$ cat src/rtl/rcv_pkg.sv
`timescale 1ns / 1ps

package rcv_pkg;

  // SDES walk phases
  localparam logic [2:0] PH_IDLE   = 3'd0;
  localparam logic [2:0] PH_SOURCE = 3'd1;
  localparam logic [2:0] PH_TYPE   = 3'd2;
  localparam logic [2:0] PH_LENGTH = 3'd3;
  localparam logic [2:0] PH_DATA   = 3'd4;
  localparam logic [2:0] PH_FILL   = 3'd5;

  // RTCP block types
  localparam logic [7:0] TYPE_SR   = 8'd200;
  localparam logic [7:0] TYPE_RR   = 8'd201;
  localparam logic [7:0] TYPE_SDES = 8'd202;
  localparam logic [7:0] TYPE_BYE  = 8'd203;
  localparam logic [7:0] TYPE_APP  = 8'd204;
  localparam logic [7:0] TYPE_RTPFB = 8'd205;
  localparam logic [7:0] TYPE_PSFB = 8'd206;
  localparam logic [7:0] TYPE_XR   = 8'd207;

  localparam logic [7:0] SSRC_BYTES = 8'd4;

  typedef struct packed {
    logic [2:0]  phase;
    logic [4:0]  chunks_left;
    logic [7:0]  item_left;
    logic [15:0] finish;
    logic        done;
  } sdes_state_t;

endpackage

$ cat src/rtl/rtcp_compound_validator.sv
`timescale 1ns / 1ps

// Compound RTCP packet checker. Bytes of one packet enter on the s_ side, one
// byte per cycle while s_tready is high, no gaps required, s_tlast on the final
// byte. Each byte is parsed in the cycle it is accepted, so a new byte is taken
// every cycle unless s_tready is low; the verdict for a packet appears on the
// m_ side in the cycle after its last byte and is held in an output register
// until it is taken. s_tready drops only while a verdict is held and m_tready
// is low. Checks: version 2 on every block, block lengths landing on the packet
// end, padding only on the final block with a sane pad count, minimum sizes for
// types 200-207, a full walk of SDES chunks, and a packet size limit of
// MAX_PACKET_BYTES. A 0 on m_tdata[0] means malformed.

module rtcp_compound_validator #(
  parameter int MAX_PACKET_BYTES = 65535
) (
  input  logic       clk,
  input  logic       rst,
  input  logic       s_tvalid,
  output logic       s_tready,
  input  logic [7:0] s_tdata,   // [7:0] data_byte
  input  logic       s_tlast,   // last_byte
  output logic       m_tvalid,
  input  logic       m_tready,
  output logic [7:0] m_tdata    // [0] valid_res, [7:1] zero
);
  import rcv_pkg::*;

  localparam logic [16:0] MaxBytes = 17'(MAX_PACKET_BYTES);

  logic [15:0] byte_position, byte_position_next;
  logic [15:0] block_start, block_start_next;
  logic [18:0] block_end, block_end_next;
  logic [7:0]  block_first_byte, block_first_byte_next;
  logic [7:0]  block_type, block_type_next;
  logic [7:0]  length_high, length_high_next;
  sdes_state_t sdes, sdes_next, sdes_walked;
  logic        failed;
  logic        result;

  logic        accept;
  logic        over;
  logic        fail_a, fail_b;
  logic        walk_fail;
  logic [15:0] rel;
  logic [15:0] pos_inc;
  logic [16:0] pos_inc_w;
  logic [16:0] words_inc;
  logic [18:0] body;
  logic [18:0] pay_end;
  logic        ok;

  function automatic logic type_ok(input logic [18:0] pe, input logic [15:0] start,
                                   input logic [7:0] fb, input logic [7:0] btype,
                                   input sdes_state_t sd);
    logic [18:0] avail;
    logic [9:0]  cnt;
    avail = pe - {3'b000, start};
    cnt   = {5'd0, fb[4:0]};
    case (btype)
      TYPE_SR:   type_ok = avail >= 19'(10'd28 + cnt * 10'd24);
      TYPE_RR:   type_ok = avail >= 19'(10'd8 + cnt * 10'd24);
      TYPE_SDES: type_ok = sd.done && ({3'b000, sd.finish} == pe);
      TYPE_BYE:  type_ok = avail >= 19'(10'd4 + cnt * 10'd4);
      TYPE_APP, TYPE_RTPFB, TYPE_PSFB: type_ok = avail >= 19'd12;
      TYPE_XR:   type_ok = avail >= 19'd8;
      default:   type_ok = 1'b1;
    endcase
  endfunction

  assign s_tready  = !m_tvalid || m_tready;
  assign accept    = s_tvalid && s_tready;
  assign m_tdata   = {7'd0, result};

  assign pos_inc_w = {1'b0, byte_position} + 17'd1;
  assign pos_inc   = pos_inc_w[15:0];
  assign over      = (byte_position == 16'hffff) || (pos_inc_w > MaxBytes);
  assign rel       = byte_position - block_start;
  assign words_inc = {1'b0, length_high, s_tdata} + 17'd1;

  rcv_sdes_walk u_walk (
    .cur       (sdes),
    .data_byte (s_tdata),
    .aligned   (rel[1:0] == 2'd3),
    .next_pos  (pos_inc),
    .nxt       (sdes_walked),
    .walk_fail (walk_fail)
  );

  always_comb begin
    byte_position_next    = over ? byte_position : pos_inc;
    block_start_next      = block_start;
    block_end_next        = block_end;
    block_first_byte_next = block_first_byte;
    block_type_next       = block_type;
    length_high_next      = length_high;
    sdes_next             = sdes;
    fail_a                = failed || over;

    if (!fail_a) begin
      case (rel)
        16'd0: begin
          block_first_byte_next = s_tdata;
          if (s_tdata[7:6] != 2'd2) fail_a = 1'b1;
        end
        16'd1: block_type_next  = s_tdata;
        16'd2: length_high_next = s_tdata;
        16'd3: begin
          block_end_next = {3'b000, block_start} + {words_inc, 2'b00};
          sdes_next.done  = 1'b0;
          sdes_next.phase = PH_IDLE;
          if (block_type == TYPE_SDES) begin
            sdes_next.chunks_left = block_first_byte[4:0];
            if (block_first_byte[4:0] == 5'd0) begin
              sdes_next.done   = 1'b1;
              sdes_next.finish = block_start + 16'd4;
            end else begin
              sdes_next.phase     = PH_SOURCE;
              sdes_next.item_left = SSRC_BYTES;
            end
          end
        end
        default: begin
          sdes_next = sdes_walked;
          if (walk_fail) fail_a = 1'b1;
        end
      endcase
    end

    // block boundary inside the packet
    fail_b = fail_a;
    if (!fail_a && !s_tlast && rel >= 16'd3 && {2'b00, pos_inc_w} == block_end_next) begin
      if (block_first_byte_next[5]) fail_b = 1'b1;
      else if (!type_ok(block_end_next, block_start, block_first_byte_next, block_type_next,
                        sdes_next)) fail_b = 1'b1;
      block_start_next = block_end_next[15:0];
      sdes_next.phase  = PH_IDLE;
      sdes_next.done   = 1'b0;
    end

    // verdict at packet end
    body    = block_end_next - {3'b000, block_start} - 19'd4;
    pay_end = block_end_next;
    ok      = !fail_b;
    if (ok) begin
      if (rel < 16'd3 || block_end_next != {2'b00, pos_inc_w}) begin
        ok = 1'b0;
      end else begin
        if (block_first_byte_next[5]) begin
          if (s_tdata == 8'd0 || {11'd0, s_tdata} > body) ok = 1'b0;
          else pay_end = block_end_next - {11'd0, s_tdata};
        end
        if (ok && !type_ok(pay_end, block_start, block_first_byte_next, block_type_next,
                           sdes_next)) ok = 1'b0;
      end
    end
  end

  always_ff @(posedge clk) begin
    if (rst) begin
      byte_position    <= '0;
      block_start      <= '0;
      block_end        <= '0;
      block_first_byte <= '0;
      block_type       <= '0;
      length_high      <= '0;
      sdes             <= '0;
      failed           <= 1'b0;
      m_tvalid         <= 1'b0;
    end else begin
      if (accept) begin
        if (s_tlast) begin
          byte_position    <= '0;
          block_start      <= '0;
          block_end        <= '0;
          block_first_byte <= '0;
          block_type       <= '0;
          length_high      <= '0;
          sdes             <= '0;
          failed           <= 1'b0;
        end else begin
          byte_position    <= byte_position_next;
          block_start      <= block_start_next;
          block_end        <= block_end_next;
          block_first_byte <= block_first_byte_next;
          block_type       <= block_type_next;
          length_high      <= length_high_next;
          sdes             <= sdes_next;
          failed           <= fail_b;
        end
      end
      if (accept && s_tlast) m_tvalid <= 1'b1;
      else if (m_tready) m_tvalid <= 1'b0;
    end
  end

  always_ff @(posedge clk) begin
    if (accept && s_tlast) result <= ok;
  end

  a_pos_cleared: assert property (@(posedge clk) disable iff (rst)
    accept && s_tlast |=> byte_position == 16'd0 && !failed)
    else $error("parser state not cleared after packet end");

  a_pos_limit: assert property (@(posedge clk) disable iff (rst)
    {1'b0, byte_position} <= MaxBytes)
    else $error("byte position past packet limit");

  a_start_order: assert property (@(posedge clk) disable iff (rst)
    !failed |-> block_start <= byte_position)
    else $error("block start ahead of byte position");

  a_sdes_done_idle: assert property (@(posedge clk) disable iff (rst)
    sdes.done |-> sdes.phase == PH_IDLE)
    else $error("SDES walk finished but still active");

  a_verdict_source: assert property (@(posedge clk) disable iff (rst)
    $rose(m_tvalid) |-> $past(accept && s_tlast))
    else $error("verdict without a packet end");

endmodule

$ cat src/rtl/rcv_sdes_walk.sv
`timescale 1ns / 1ps

module rcv_sdes_walk (
  input  rcv_pkg::sdes_state_t cur,
  input  logic [7:0]           data_byte,
  input  logic                 aligned,    // byte after this one is on a 4-byte boundary
  input  logic [15:0]          next_pos,
  output rcv_pkg::sdes_state_t nxt,
  output logic                 walk_fail
);
  import rcv_pkg::*;

  logic [4:0]  chunks_dec;
  logic [7:0]  item_dec;
  sdes_state_t chunk_end;

  assign chunks_dec = cur.chunks_left - 5'd1;
  assign item_dec   = cur.item_left - 8'd1;

  // state after a chunk closes: either the walk is finished or a new source starts
  always_comb begin
    chunk_end = cur;
    chunk_end.chunks_left = chunks_dec;
    if (chunks_dec == 5'd0) begin
      chunk_end.done   = 1'b1;
      chunk_end.finish = next_pos;
      chunk_end.phase  = PH_IDLE;
    end else begin
      chunk_end.phase     = PH_SOURCE;
      chunk_end.item_left = SSRC_BYTES;
    end
  end

  always_comb begin
    nxt = cur;
    walk_fail = 1'b0;
    case (cur.phase)
      PH_SOURCE, PH_DATA: begin
        nxt.item_left = item_dec;
        if (item_dec == 8'd0) nxt.phase = PH_TYPE;
      end
      PH_TYPE: begin
        if (data_byte == 8'd0) begin
          if (aligned) nxt = chunk_end;
          else nxt.phase = PH_FILL;
        end else begin
          nxt.phase = PH_LENGTH;
        end
      end
      PH_LENGTH: begin
        nxt.item_left = data_byte;
        nxt.phase = (data_byte == 8'd0) ? PH_TYPE : PH_DATA;
      end
      PH_FILL: begin
        if (data_byte != 8'd0) walk_fail = 1'b1;
        else if (aligned) nxt = chunk_end;
      end
      default: begin
      end
    endcase
  end

endmodule

$ cat config.mk
export PLATFORM = sky130hd
export DESIGN_NAME = rtcp_compound_validator
export DESIGN_NICKNAME = d
export VERILOG_FILES = /design/src/rtl/rcv_pkg.sv /design/src/rtl/rtcp_compound_validator.sv /design/src/rtl/rcv_sdes_walk.sv
export SDC_FILE = /design/constraint.sdc
export NUM_CORES = 1
export LEC_CHECK = 0
export BUFFER_PORTS_ARGS = -buffer_cell sky130_fd_sc_hd__buf_4
export CORE_AREA = 3 3 201 203
export CTS_CLUSTER_SIZE = 20
export DETAILED_ROUTE_END_ITERATION = 7
export DIE_AREA = 0 0 204 206
export PLACE_DENSITY_LB_ADDON = 0.12
export SLEW_MARGIN = 10
export SYNTH_ARGS = -nofsm -noshare
export SYNTH_HDL_FRONTEND = slang
export SYNTH_SLANG_ARGS = --single-unit
$ cat constraint.sdc
create_clock -name clk -period 31 [get_ports clk]
set_input_delay 6.2 -clock clk [delete_from_list [all_inputs] [get_ports clk]]
set_output_delay 6.2 -clock clk [all_outputs]
set_load 0.01 [all_outputs]
==> flow_summary.json <==
{
  "drv_cap": 0,
  "grt_max_degree": 84,
  "dp_hpwl_um": 43200,
  "critPathMostFrequentCell": "a21oi_1",
  "yosysSeqAreaShare_pct": 16.3,
  "initial_utilization_pct": 34.9,
  "postRouteAntennaNets": 0,
  "avgSynthCellArea_sq_um": 7.35,
  "cp-end-kind": "register",
  "hp-start": "sdes[10]",
  "ys_seq_elements": 109,
  "port_buffers": 15,
  "drt_wl_total_um": 55200,
  "synth_ff_type": "dfxtp_1",
  "fin_worst_skew_ps": 12.7,
  "core_sq_um": 38600,
  "grt_usage_pct": 25.7,
  "num_rows": 72,
  "finalHoldViolations": 0,
  "slew_headroom_pct": 25.4,
  "hp-class": "register to register",
  "synthCells": 1834,
  "ir_drop_mv": 0.0317,
  "crit_required_ps": 31090,
  "r2r-start": "byte_position[0]",
  "arrival_ps": 17390,
  "cts_num_sinks": 109,
  "first_pass_iters": 5,
  "design.die.area_sq_um": 42000,
  "crit_type": "primary input to register",
  "place_area_sq_um": 14100,
  "grt_pass1_wl_um": 82400,
  "rsz0062_at_grt": "false",
  "crit_start": "s_tdata[0]",
  "drive_above_1_share_pct": 5.31,
  "dpl_worst_slack_ps": 13640,
  "wl_per_cell_um": 23.7,
  "htree_levels": 3,
  "grt_pass1_vias": 12925,
  "path_clk_slew_ps": 90,
  "clk_latency_ps": 390,
  "ys_warn_count": 0,
  "drc": 0,
  "p_per_area_nw_per_um2": 35.7,
  "synth_edf_count": 1,
  "max_freq_mhz": 57.8,
  "area_growth_pct": 6.61,
  "worst_pin_slew_ps": 1110,
  "synth_top_area_cell": "dfxtp_1",
  "syn_area_sq_um": 13500,
  "antenna_found_initial": 1,
  "postCtsSetupBuffers": 0,
  "final_util_pct": 37.2,
  "cts_resized": 0,
  "fp.dieH_um": 206,
  "layout_min_cycle_time_ps": 17300,
  "crit_slowest_cell": "nor4_1",
  "cts_buffers": 9,
  "netlist_top_cells_area": "dfxtp_1 (16%), ha_1 (13%), xnor2_1 (7.4%)",
  "cts_tree": "yes",
  "finalSetupViolCount": 0,
  "synthTopCellsByCount": "nor2_1 (232), ha_1 (135), a21oi_1 (124)",
  "status": "completed",
  "leakage_uw": 0.00587,
  "finalWorstSetupSlack_ps": 13700,
  "postCtsHoldBufs": 0,
  "nets": 1957,
  "crit_fanout": 24,
  "cts_root_buffer": "clkbuf_16",
  "cpPeakStageDelay_ps": 770,
  "yosysUniqueCellTypes": 87,
  "io_pins": 23,
  "tns_ps": 0,
  "grt_overflow": 0,
  "cts_buffer_depth": 2,
  "diodes": 0,
  "finalMaxSlewViolations": 0,
  "drt-vias-per-instance": 5.99,
  "hold_ws_ps": 488,
  "die_width_um": 204,
  "gp_congestion": 0.970,
  "synthArstFlopShare_pct": 0,
  "yosys.cell_count.top_type": "nor2_1",
  "stdcell_area_sq_um": 14400,
  "vias": 13934,
  "period_share_pct": 55.8,
  "drt_iter0_markers": 1374,
  "critPathLaunchType": "primary input",
  "fill_cells": 4141,
  "synth_top_area_share_pct": 16.0
}
flip-flops by register name (all words and copies together) (netlist names):
| signal | count |
|---|---|
| length_high | 8 |
| block_end | 19 |
| block_type | 8 |
| sdes | 33 |
| result | 1 |
| block_start | 16 |
| block_first_byte | 6 |
| failed | 1 |
| m_tvalid | 1 |
| byte_position | 16 |
critical path: cells and delay by family:
kind | cells | cell delay (ps)
XOR/XNOR | 2 | 550
multiplexers | 3 | 710
AND/OR/NAND/NOR | 13 | 3150
adder cells (fa/ha/maj) | 5 | 1770
buffers and inverters | 3 | 510
AO/OA/AOI/OAI | 18 | 4470
metal layers:
| layer | vias up | wire length, um | global-route usage, % |
|---|---|---|---|
| met2 | 537 | 24800 | 41.0 |
| li1 | 6638 | - | - |
| met4 | 2 | 1540 | 7.10 |
| met3 | 93 | 3540 | 3.42 |
| met1 | 6664 | 25200 | 36.3 |
| met5 | - | 9 | 0 |
stage by stage:
stage | total power [uW] | cells
floorplan | 319 | 1840
global placement | 385 | 2310
detailed placement | 383 | 2310
CTS | 511 | 2326
global route | 544 | 2326
finish | 512 | 2326
cells by family (layout without fill, tap and decap cells):
family                     Yosys count  in the layout  share of synthesized area [%]
buffers and inverters              179            147                           5.49
adders and majority gates          144            144                           13.7
muxes                               48             48                           3.76
AOI/OAI and AO/OA                  503            503                           24.6
xor gates and xnor gates           166            166                           10.8
other                                1              7                         0.0278
and+or+nand+nor                    684            684                           25.4
DFF                                109            109                           16.3
cells in the final DEF, fill, tap and decap left out, types with 10 or more instances in the layout:
cell and n:
a21oi_1 124, nand4b_1 10, nand4_1 30, nor3_1 58, inv_1 92, a31oi_1 31, mux2_2 16, nor2_1 230
o21ai_0 88, nor2b_1 25, buf_4 39, and3_1 13, nand2b_1 27, ha_1 135, and2_1 14, mux2i_1 29
xnor2_1 114, a21o_1 20, dfxtp_1 108, o211ai_1 16, nand3_1 51, o21ai_1 13, nand2_1 116, nor3b_1 10
a22oi_1 70, xor2_1 52, nor4_1 25, o21a_1 23, o22a_1 10, a211oi_1 11, or3_1 26
final timing paths:
| path | end | slack, ps | cells past startpoint |
|---|---|---|---|
| hold reg to reg | sdes[10] | 490 | 2 |
| setup reg to reg | result | 16850 | 48 |
| setup / recovery | result | 13700 | 44 |
| hold / removal | sdes[10] | 490 | 2 |
area by class of cell:
class	count	area (sq um)	share of cell area [%]
Clock buffer	10	239	1.66
Inverter	92	345	2.40
Timing Repair Buffer	39	293	2.04
Tap cell	518	648	4.51
Sequential cell	109	2190	15.3
Clock inverter	6	65.1	0.453
Multi-Input combinational cell	1552	10600	73.7
report_power, final:
part,leakage (uW),switching [uW],internal (uW)
combinational,0.00483,150,89.2
clock,0.000150,68.0,59.6
sequential,0.000881,2.92,142
total,0.00587,221,291
No activity file was read; power rests on OpenSTA's default activity.
